## src/rtl/bsml_pkg.sv

```systemverilog
// ----------------------------------------------------------------------------
// Bounded sorted measurement list package
// Field widths, the stored entry layout and the sequencer states.
// ----------------------------------------------------------------------------
package bsml_pkg;

  localparam int unsigned TimeW  = 48;
  localparam int unsigned RangeW = 16;
  localparam int unsigned BrgW   = 16;
  localparam int unsigned PosW   = 17;
  localparam int unsigned SlotW  = 5;

  // One stored measurement.
  typedef struct packed {
    logic [TimeW-1:0]       timestamp;
    logic [RangeW-1:0]      range_mm;
    logic [BrgW-1:0]        bearing;
    logic signed [PosW-1:0] pos_x;
    logic signed [PosW-1:0] pos_y;
  } entry_t;

  typedef enum logic [1:0] {
    ST_IDLE,
    ST_SEARCH,
    ST_SHIFT,
    ST_DONE
  } state_e;

endpackage

```

## src/rtl/bsml_if.sv

```systemverilog
// ----------------------------------------------------------------------------
// Bounded sorted measurement list channels
// Valid/ready channels for input measurements and for insertion results.
// ----------------------------------------------------------------------------
interface bsml_meas_if;
  import bsml_pkg::*;

  logic                   valid;
  logic                   ready;
  logic [TimeW-1:0]       timestamp;
  logic [RangeW-1:0]      range_mm;
  logic [BrgW-1:0]        bearing;
  logic signed [PosW-1:0] pos_x;
  logic signed [PosW-1:0] pos_y;

  modport source (output valid, timestamp, range_mm, bearing, pos_x, pos_y, input ready);
  modport sink   (input valid, timestamp, range_mm, bearing, pos_x, pos_y, output ready);
endinterface

interface bsml_result_if;
  import bsml_pkg::*;

  logic              valid;
  logic              ready;
  logic              accepted;
  logic [SlotW-1:0]  slot;
  logic [SlotW-1:0]  entry_count;
  logic [RangeW-1:0] front_range;

  modport source (output valid, accepted, slot, entry_count, front_range, input ready);
  modport sink   (input valid, accepted, slot, entry_count, front_range, output ready);
endinterface

```

## src/rtl/bounded_sorted_measurement_list.sv

```systemverilog
// ----------------------------------------------------------------------------
// Bounded sorted measurement list
// Keeps up to MAX_ENTRIES measurements sorted newest first, nearest first.
// ----------------------------------------------------------------------------
// Usage:
// Measurements arrive on in_i and one result item per measurement leaves on
// out_o; both are valid/ready channels and an item moves when valid and ready
// are high at a rising clock edge. in_i.ready is high only while the sequencer
// is idle, so the block works on one measurement at a time.
// After acceptance the sequencer searches for the item's place, comparing it
// with one stored entry at a time from the front until an entry is not passed
// or the list ends. It then moves the entries behind that place down one at a
// time, starting from the end of the list, writes the item and loads the
// result register. A stored item pushes the last entry off a full list; a
// rejection walks the whole list and skips the shift. The sequencer returns
// to idle only after loading the result register, so the block takes no new
// measurement before it is through with the last one.
// Reset empties the list at once through the fill count; entry storage is not
// cleared. A result waits in the output register while the receiver stalls,
// and the next item is already accepted meanwhile; its result waits in the
// final sequencer step until the register frees up.
// ----------------------------------------------------------------------------
module bounded_sorted_measurement_list #(
  parameter int unsigned MAX_ENTRIES = 16
) (
  input  logic               clk_i,
  input  logic               rst_ni,
  bsml_meas_if.sink          in_i,
  bsml_result_if.source      out_o
);
  import bsml_pkg::*;

  localparam int unsigned AW = $clog2(MAX_ENTRIES);
  localparam int unsigned CW = $clog2(MAX_ENTRIES + 1);
  localparam logic [CW-1:0] MaxC  = CW'(MAX_ENTRIES);
  localparam logic [CW-1:0] LastC = CW'(MAX_ENTRIES - 1);
  localparam logic [CW-1:0] OneC  = CW'(1);
  localparam logic [CW-1:0] TwoC  = CW'(2);

  // Sequencer state, search position n and shift destination s.
  state_e        state_q, state_d;
  logic [CW-1:0] n_q, n_d;
  logic [CW-1:0] s_q, s_d;
  logic [CW-1:0] count_q, count_d;
  logic          ok_q, ok_d;
  logic [RangeW-1:0] front_q, front_d;

  // The measurement being inserted.
  entry_t item_q;

  // Entry memory: one write and one registered read per cycle.
  entry_t        mem_q [MAX_ENTRIES];
  entry_t        rd_data_q;
  logic [AW-1:0] rd_addr;
  logic          wr_en;
  logic [AW-1:0] wr_addr;
  entry_t        wr_data;

  // Output register.
  logic              out_valid_q;
  logic              res_accepted_q;
  logic [SlotW-1:0]  res_slot_q;
  logic [SlotW-1:0]  res_count_q;
  logic [RangeW-1:0] res_front_q;
  logic              out_free;
  logic              out_load;

  logic          in_fire;
  logic          skip;
  logic          more;
  logic [CW-1:0] last;
  logic [CW-1:0] n_inc;
  logic [CW-1:0] last_m1;
  logic [CW-1:0] s_m2;

  assign in_fire  = in_i.valid && in_i.ready;
  assign out_free = !out_valid_q || out_o.ready;

  // The list is kept sorted, so one combined test replaces the two passes:
  // walk past entries that are newer, or equally new and nearer.
  assign skip = (item_q.timestamp < rd_data_q.timestamp) ||
                ((item_q.timestamp == rd_data_q.timestamp) &&
                 (item_q.range_mm > rd_data_q.range_mm));
  assign more    = (n_q < count_q) && skip;
  assign last    = (count_q < MaxC) ? count_q : LastC;
  assign n_inc   = n_q + OneC;
  assign last_m1 = last - OneC;
  assign s_m2    = s_q - TwoC;

  // Next state.
  always_comb begin
    state_d = state_q;
    case (state_q)
      ST_IDLE: begin
        if (in_fire) begin
          state_d = ST_SEARCH;
        end
      end
      ST_SEARCH: begin
        if (!more) begin
          // A place past the end of a full list means rejection.
          state_d = (n_q == MaxC) ? ST_DONE : ST_SHIFT;
        end
      end
      ST_SHIFT: begin
        if (s_q == n_q) begin
          state_d = ST_DONE;
        end
      end
      ST_DONE: begin
        if (out_free) begin
          state_d = ST_IDLE;
        end
      end
      default: state_d = ST_IDLE;
    endcase
  end

  // Datapath control.
  always_comb begin
    n_d      = n_q;
    s_d      = s_q;
    count_d  = count_q;
    ok_d     = ok_q;
    front_d  = front_q;
    rd_addr  = '0;
    wr_en    = 1'b0;
    wr_addr  = s_q[AW-1:0];
    wr_data  = rd_data_q;
    out_load = 1'b0;
    case (state_q)
      ST_IDLE: begin
        // Entry 0 is fetched while the item is taken.
        n_d = '0;
      end
      ST_SEARCH: begin
        if (more) begin
          n_d     = n_inc;
          rd_addr = n_inc[AW-1:0];
        end else begin
          ok_d    = (n_q != MaxC);
          s_d     = last;
          rd_addr = last_m1[AW-1:0];
        end
      end
      ST_SHIFT: begin
        wr_en = 1'b1;
        if (s_q == n_q) begin
          wr_data = item_q;
          if (count_q < MaxC) begin
            count_d = count_q + OneC;
          end
          if (n_q == '0) begin
            front_d = item_q.range_mm;
          end
        end else begin
          // Move entry s-1 down into s and fetch s-2 for the next step.
          s_d     = s_q - OneC;
          rd_addr = s_m2[AW-1:0];
        end
      end
      ST_DONE: begin
        out_load = out_free;
      end
      default: ;
    endcase
  end

  always_ff @(posedge clk_i or negedge rst_ni) begin
    if (!rst_ni) begin
      state_q <= ST_IDLE;
      n_q     <= '0;
      s_q     <= '0;
      count_q <= '0;
      ok_q    <= 1'b0;
      front_q <= '0;
    end else begin
      state_q <= state_d;
      n_q     <= n_d;
      s_q     <= s_d;
      count_q <= count_d;
      ok_q    <= ok_d;
      front_q <= front_d;
    end
  end

  always_ff @(posedge clk_i) begin
    if (in_fire) begin
      item_q.timestamp <= in_i.timestamp;
      item_q.range_mm  <= in_i.range_mm;
      item_q.bearing   <= in_i.bearing;
      item_q.pos_x     <= in_i.pos_x;
      item_q.pos_y     <= in_i.pos_y;
    end
  end

  always_ff @(posedge clk_i) begin
    if (wr_en) begin
      mem_q[wr_addr] <= wr_data;
    end
    rd_data_q <= mem_q[rd_addr];
  end

  always_ff @(posedge clk_i or negedge rst_ni) begin
    if (!rst_ni) begin
      out_valid_q <= 1'b0;
    end else if (out_load) begin
      out_valid_q <= 1'b1;
    end else if (out_o.ready) begin
      out_valid_q <= 1'b0;
    end
  end

  // Counts are reported modulo 32.
  always_ff @(posedge clk_i) begin
    if (out_load) begin
      res_accepted_q <= ok_q;
      res_slot_q     <= SlotW'(n_q);
      res_count_q    <= SlotW'(count_q);
      res_front_q    <= front_q;
    end
  end

  assign in_i.ready        = (state_q == ST_IDLE);
  assign out_o.valid       = out_valid_q;
  assign out_o.accepted    = res_accepted_q;
  assign out_o.slot        = res_slot_q;
  assign out_o.entry_count = res_count_q;
  assign out_o.front_range = res_front_q;

endmodule

```

## src/flat_wrapper.sv

```systemverilog
// flat-port wrapper written by rule: the top's interface ports become plain ports
module bounded_sorted_measurement_list_flat import bsml_pkg::*;
#(
  parameter int unsigned MAX_ENTRIES = 16
)
  (clk_i, rst_ni, in_i_valid, in_i_timestamp, in_i_range_mm, in_i_bearing, in_i_pos_x, in_i_pos_y, in_i_ready, out_o_valid, out_o_accepted, out_o_slot, out_o_entry_count, out_o_front_range, out_o_ready);
  bsml_meas_if in_i_i ();
  bsml_result_if out_o_i ();
  input  logic clk_i;
  input  logic rst_ni;
  input wire logic [$bits(in_i_i.valid)-1:0] in_i_valid;
  input wire logic [$bits(in_i_i.timestamp)-1:0] in_i_timestamp;
  input wire logic [$bits(in_i_i.range_mm)-1:0] in_i_range_mm;
  input wire logic [$bits(in_i_i.bearing)-1:0] in_i_bearing;
  input wire logic [$bits(in_i_i.pos_x)-1:0] in_i_pos_x;
  input wire logic [$bits(in_i_i.pos_y)-1:0] in_i_pos_y;
  output wire logic [$bits(in_i_i.ready)-1:0] in_i_ready;
  output wire logic [$bits(out_o_i.valid)-1:0] out_o_valid;
  output wire logic [$bits(out_o_i.accepted)-1:0] out_o_accepted;
  output wire logic [$bits(out_o_i.slot)-1:0] out_o_slot;
  output wire logic [$bits(out_o_i.entry_count)-1:0] out_o_entry_count;
  output wire logic [$bits(out_o_i.front_range)-1:0] out_o_front_range;
  input wire logic [$bits(out_o_i.ready)-1:0] out_o_ready;
  assign in_i_i.valid = in_i_valid;
  assign in_i_i.timestamp = in_i_timestamp;
  assign in_i_i.range_mm = in_i_range_mm;
  assign in_i_i.bearing = in_i_bearing;
  assign in_i_i.pos_x = in_i_pos_x;
  assign in_i_i.pos_y = in_i_pos_y;
  assign in_i_ready = in_i_i.ready;
  assign out_o_valid = out_o_i.valid;
  assign out_o_accepted = out_o_i.accepted;
  assign out_o_slot = out_o_i.slot;
  assign out_o_entry_count = out_o_i.entry_count;
  assign out_o_front_range = out_o_i.front_range;
  assign out_o_i.ready = out_o_ready;
  bounded_sorted_measurement_list #(.MAX_ENTRIES(MAX_ENTRIES)) u_core (.clk_i(clk_i), .rst_ni(rst_ni), .in_i(in_i_i), .out_o(out_o_i));
endmodule
```

## config.mk

```make
export PLATFORM = sky130hd
export DESIGN_NAME = bounded_sorted_measurement_list_flat
export DESIGN_NICKNAME = d
export VERILOG_FILES = /design/src/rtl/bsml_pkg.sv /design/src/rtl/bsml_if.sv /design/src/rtl/bounded_sorted_measurement_list.sv /design/src/flat_wrapper.sv
export SDC_FILE = /design/constraint.sdc
export NUM_CORES = 2
export LEC_CHECK = 0
export BUFFER_PORTS_ARGS = -buffer_cell sky130_fd_sc_hd__clkbuf_2
export CORE_ASPECT_RATIO = 2
export CORE_UTILIZATION = 50
export CTS_CLUSTER_SIZE = 30
export DETAILED_ROUTE_END_ITERATION = 10
export MAX_ROUTING_LAYER = met4
export PLACE_DENSITY = 0.66
export SYNTH_ARGS = -nofsm -noshare
export SYNTH_HDL_FRONTEND = slang
export SYNTH_SLANG_ARGS = --single-unit
```

## constraint.sdc

```tcl
create_clock -name clk_i -period 5.4 [get_ports clk_i]
set_input_delay 0 -clock clk_i [delete_from_list [all_inputs] [get_ports clk_i]]
set_output_delay 0 -clock clk_i [all_outputs]
set_load 0.005 [all_outputs]
```

# Yosys cells after proc, flatten, opt, wreduce, memory -nomap -nowiden
# Memories as Yosys holds them, arrays and structs flattened. A register that Yosys moved wholly into a read port is not among the register bits.
# Cells that the tools add are included.
[word_totals] register_bits=176 latchBits=0 ramBits=1824 romBits=0 inputBits=118 output_inout_bits=29 n_memories=1
[memory_table] name="u_core.mem_q" words=16 width=114 read_ports=1 rd_clocked_by_memory_dff=1 write_ports=1 line_no="bounded_sorted_measurement_list.sv:52" text="entry_t mem_q [MAX_ENTRIES];"
[classes] add_sub_neg=5 n_mul=0 div_mod_pow=0 order_cmp=4 n_eq_ne=13 shifts=0 mux=23 n_bitwise=1 n_reduce_logical=17
[ops] op="$mux 114" count=2
[ops] op="$eq 48x48->1" count=1
[ops] op="$lt 48x48->1" count=1
[ops] op="$mux 5" count=4
[ops] op="$pmux 5 s2" count=2
[ops] op="$gt 16x16->1" count=1
[ops] op="$add 5x1->5 const B" count=2
[ops] op="$reduce_and 3->1" count=3
[ops] op="$mux 2" count=4
[ops] op="$mux 4" count=2
[ops] op="$pmux 2 s4" count=1
[ops] op="$pmux 4 s2" count=1
[ops] op="$mux 1" count=7
[ops] op="$ne 2x1->1 const B" count=3
[ops] op="$ne 2x2->1 const B" count=3
[ops] op="$reduce_bool 2->1" count=3
[ops] op="$eq 5x5->1" count=1
[ops] op="$eq 5x5->1 const B" count=1
[ops] op="$logic_not 5->1" count=1
[ops] op="$lt 5x5->1" count=1
[ops] op="$lt 5x5->1 const B" count=1
[ops] op="$ne 5x5->1 const B" count=1
[ops] op="$sub 5x1->5 const B" count=1
[ops] op="$eq 2x2->1 const B" count=2
[ops] op="other kinds (10)" count=14

# Longest topological paths before layout
[logic_depth] word_depth=6 ltp_mapped=17 depth_no_buf=12

# Worst setup path after synthesis
# No wires, ideal clock.
[synth_timing] kind="register -> register" startpoint="reg u_core.item_q[77] (netlist bit)" endpoint="reg u_core.rd_data_q[100] (netlist name)" setup_ns=0.134 arrival_ns=3.792 t_required_ns=5.266 setup_slack_ns=1.474 stages_incl_launch_ff=14 n_path_buf=2 path_cell_list="edfxtp_1 > ha_1 > nand4_1 > or3_1 > a211o_1 > or3_1 > nor2_1 > mux2_2 > a211o_4 > buf_4 > buf_2 > o311ai_1 > o32ai_1 > or4_1"
[synth_between] elab_chain_len=6 word_cells_on_any_way=7 classes_between="order compare: 1; eq/ne: 1; mux: 2; reduce/logical: 3"
[synth_rtl] element="start: declaration" line_no="bounded_sorted_measurement_list.sv:49" text="entry_t item_q;"
[synth_rtl] element="branches (longest 2 deep; another with $lt 48x48->1)"
[synth_rtl] element="$logic_or 1x1->1 *" line_no="bounded_sorted_measurement_list.sv:81" text="assign skip = (item_q.timestamp < rd_data_q.timestamp) ||"
[synth_rtl] element="$logic_and 1x1->1 *" line_no="bounded_sorted_measurement_list.sv:84" text="assign more = (n_q < count_q) && skip;"
[synth_rtl] element="$mux 4 *" line_no="bounded_sorted_measurement_list.sv:137" text="if (more) begin"
[synth_rtl] element="$pmux 4 s2 *" line_no="bounded_sorted_measurement_list.sv:131" text="case (state_q)"
# Mark *: on every way between the ends.
# A chain may end at the register's enable or synchronous reset.

# Final worst setup path
[layout_timing] startpoint="reg u_core.item_q[80] (netlist bit)" endpoint="reg u_core.rd_data_q[70] (netlist name)"
[layout_between] elab_chain_len=6 word_cells_on_any_way=7 classes_between="order compare: 1; eq/ne: 1; mux: 2; reduce/logical: 3"
[layout_rtl] element="branches (longest 2 deep; another with $lt 48x48->1)"
[layout_rtl] element="$logic_or 1x1->1 *" line_no="bounded_sorted_measurement_list.sv:81"
[layout_rtl] element="$logic_and 1x1->1 *" line_no="bounded_sorted_measurement_list.sv:84"
[layout_rtl] element="$mux 4 *" line_no="bounded_sorted_measurement_list.sv:137"
[layout_rtl] element="$pmux 4 s2 *" line_no="bounded_sorted_measurement_list.sv:131"
# Marks and branches as above.

==> summary.txt <==
Outcome
  – Status: completed

Logic synthesis
  – Yosys reg bits: between 1000 and 1500
  – Netlist area before placement: 0.0521 mm^2
  – Synth top cells by count: edfxtp_1 (1115), nor3_1 (330), clkbuf_1 (275), inv_1 (206), o32ai_1 (189)
  – Prevailing post-synth register cell: edfxtp_1
  – Post-synthesis cell count: ~3700
  – Post-synth cell types: 65
  – Post-synth EDFFs: ~1100
  – Post-synth top area share: between 60% and 70%
  – Post-synth net total: 3871
  – Most numerous cell in the Yosys netlist: edfxtp_1
  – Synth top area cells: edfxtp_1 (64%), o32ai_1 (3.2%), nor3_1 (3.2%)
  – Sequential area share after synthesis: between 60 and 70%
  – Asr flop ratio synth: under 10%
  – Largest area contributor in the netlist: edfxtp_1
  – Syn Area/Cell: around 14 um^2
  – Synth Warn #: 0

Worst setup path
  – CP Launch Type: flip-flop
  – Crit path max-delay family: simple AND/OR/NAND/NOR gates
  – Crit path DAT: between 5 and 6 ns
  – Worst Path Buf+Inv: 4
  – Reg-to-Reg End: u_core.rd_data_q[70]
  – R2R cell count: 15
  – Crit path largest cell delay: ~0.6 ns
  – Worst setup EP type: flip-flop
  – CP max stage cell: or3_4
  – R2R Setup Slk: approximately 0.18 ns
  – Data required time of the critical path: around 6 ns
  – Setup Crit Path Kind: reg2reg
  – CP cell instances: ha_1, nand4_1, or3_4, a21oi_4, o311ai_1, buf_4, and2_1, o211ai_1, buf_4, o21ai_4, buf_12, buf_12, a221oi_1, nor4_1, or4_1
  – CP Max Fanout: 24
  – R2r startpoint: u_core.item_q[80]

Die
  – Starting density of the core: 50.4%
  – Die ar.: 0.106 mm^2
  – I/O Pins: 147
  – Core area: 0.103 mm^2
  – Cell row count: roughly 170
  – Die Ht: 459 um
  – Die W: ~230 um

Clock network
  – CTS sink count: around 1200
  – CTS tree: yes
  – Root buffer cell: clkbuf_16
  – Clock tree buffer depth: 3
  – Worst-Skew Late Latency: about 0.74 ns
  – Clock transition at path regs: ~0.070 ns
  – Setup bufs post-CTS: 0
  – H-tree lvl count: 3
  – CTS buffer count: between 100 and 150

Run
  – Number of max-cap violations: 0

Final layout
  – Filler cells: ~8000
  – Multi-input gate area: ~0.015 mm^2
  – Layout area overhead: 14.7%
  – Ratio of cells with drive above 1 in the final layout: between 10% and 20%
  – Post-layout util: between 50% and 60%
  – Register area: ~0.036 mm^2
  – NumNets Final: 4020

Routing
  – Post-route ant nets: 0
  – DR vias: about 36000
  – Routed length per instance: 30.4 um
  – DRT Pass-1 Iters: 5
  – Drt via density: 6.89
  – Drt drc: 0
  – WL final: approximately 160 mm
  – Drt initial violations: roughly 4000

Place
  – Port Buffers: 96
  – Routability cong.: 0.851
  – DP HPWL: ~87 mm

Hold path
  – Hold path cells: 2
  – Hold_sp: in_i_timestamp[21]
  – Worst min path class: in2reg
  – Worst hold path endpoint: u_core.item_q[87]

STA
  – Final setup TNS: 0 ns
  – Worst slew pin tran: between 1 and 1.5 ns
  – Final slew viol count: 0
  – Period minus WS final: 5.22 ns
  – Final worst-path cycle share: 96.6%
  – RSZ-0062 raised after global routing: false
  – F_max: 192 MHz
  – Worst Skew: around 0.032 ns
  – Hold Vio Cnt, Final: 0
  – Final number of setup-violating endpoints: 0
  – Slew margin rel.: between 20% and 30%

Global route
  – Largest net degree at the start of global routing: ~120
  – Initial antenna violation count: 4
  – Total track usage: between 30 and 40%
  – Vias in the first global route: between 30000 and 40000
  – First-pass GRT wire length: about 230 mm
  – Global route total overflow: 0
[through the flow]
stage | setup WS, ns | hold slack, ns | instance area, um^2 | cells
final | 0.183 | 0.0302 | 59800 | 5266
after global routing | 0.0265 | 0.0344 | 59800 | 5266
after CTS | 0.0897 | 0.00436 | 59700 | 5262
after detailed placement | -0.257 | 0.179 | 55200 | 4942
after global placement | -0.165 | 0.176 | 55200 | 4942
after floorplan | 1.47 | -0.296 | 52100 | 3670
[cells in the final DEF, fill, tap and decap left out, types with 9 or more instances in the layout]
cell	synthesis	final
edfxtp_1	1115	1115
nor3_1	330	330
inv_1	206	206
o32ai_1	189	189
and2_1	140	131
a221oi_1	130	130
a211oi_1	129	127
o211a_1	126	126
nor4_1	126	126
dlygate4sd3_1	0	121
buf_4	3	114
o311ai_1	110	110
clkbuf_16	0	107
clkbuf_2	2	96
ha_1	83	83
mux2_2	80	80
o31ai_1	67	67
o22ai_1	65	65
or4_1	64	64
dfxtp_1	64	64
buf_12	0	61
dfrtp_1	35	35
clkbuf_1	275	34
a21oi_1	35	33
nand2_1	30	29
nor2_1	26	25
nand4_1	19	19
clkinv_2	0	19
o21ai_0	19	18
nand3_1	14	14
o311ai_0	12	12
and2_4	0	9
clkbuf_8	0	9
clkinv_1	0	9
[layer usage]
metal  global-route usage (%)  wire [um]
met5                        -          0
met4                     15.5       8060
met3                     4.14      13500
met2                     52.0      81900
met1                     36.6      56800
[flip-flops by register name, summed over array words and instances (netlist names)]
register and cells:
u_core.count_q 5, u_core.front_q 16, u_core.s_q 5, u_core.out_o.front_range 16, u_core.mem_q 1024, u_core.item_q 64
u_core.out_o.accepted 1, u_core.out_o.valid 1, u_core.state_q 2, u_core.out_o.slot 5, u_core.rd_data_q 64, u_core.out_o.entry_count 5
u_core.n_q 5, u_core.ok_q 1
[worst register-to-register path, cell delays in order (launching register included)]
cell and delay (ns):
edfxtp_1 0.42, ha_1 0.35, nand4_1 0.35, or3_4 0.61, a21oi_4 0.32, o311ai_1 0.17
buf_4 0.23, and2_1 0.26, o211ai_1 0.33, buf_4 0.34, o21ai_4 0.18, buf_12 0.21
buf_12 0.22, a221oi_1 0.50, nor4_1 0.12, or4_1 0.47
[area by class of cell]
class | instances | share of cell area, %
well taps | 1352 | 2.83
inverters | 206 | 1.29
clock inverters | 48 | 0.685
diodes | 4 | 0.0168
multi-input cells | 1900 | 24.3
clock buffers | 150 | 4.90
repair buffers | 392 | 6.31
flip-flops and latches | 1214 | 59.6
[worst max-delay path by stage]
stage                      startpoint  cells past startpoint               endpoint  slack, ns
finish              u_core.item_q[80]                     15   u_core.rd_data_q[70]       0.18
global route        u_core.item_q[97]                     12   u_core.rd_data_q[64]       0.03
CTS                 u_core.item_q[80]                     15   u_core.rd_data_q[70]       0.09
detailed placement  u_core.item_q[80]                     15   u_core.rd_data_q[70]      -0.26
global placement    u_core.item_q[80]                     15   u_core.rd_data_q[74]      -0.17
floorplan           u_core.item_q[77]                     13  u_core.rd_data_q[100]       1.47
[timing repair]
action                                  CTS  global route
endpoints found under the setup margin   41             1
gates cloned                              0             0
pin swaps                                 0             0
resized for setup                         2             1
hold buffers                            122             0
endpoints found under the hold margin   102             0
[kinds of logic after synthesis]
group / synth area share [%]
flip-flops: 68.4
AO/OA/AOI/OAI: 14.9
AND/OR/NAND/NOR: 8.56
buffers and inverters: 4.16
adder cells (fa/ha/maj): 1.99
multiplexers: 1.77
XOR/XNOR: 0.218
Power is left out: the tool's default activity adds up to more than one toggle a clock period on the data nets, which glitch-free logic cannot reach.
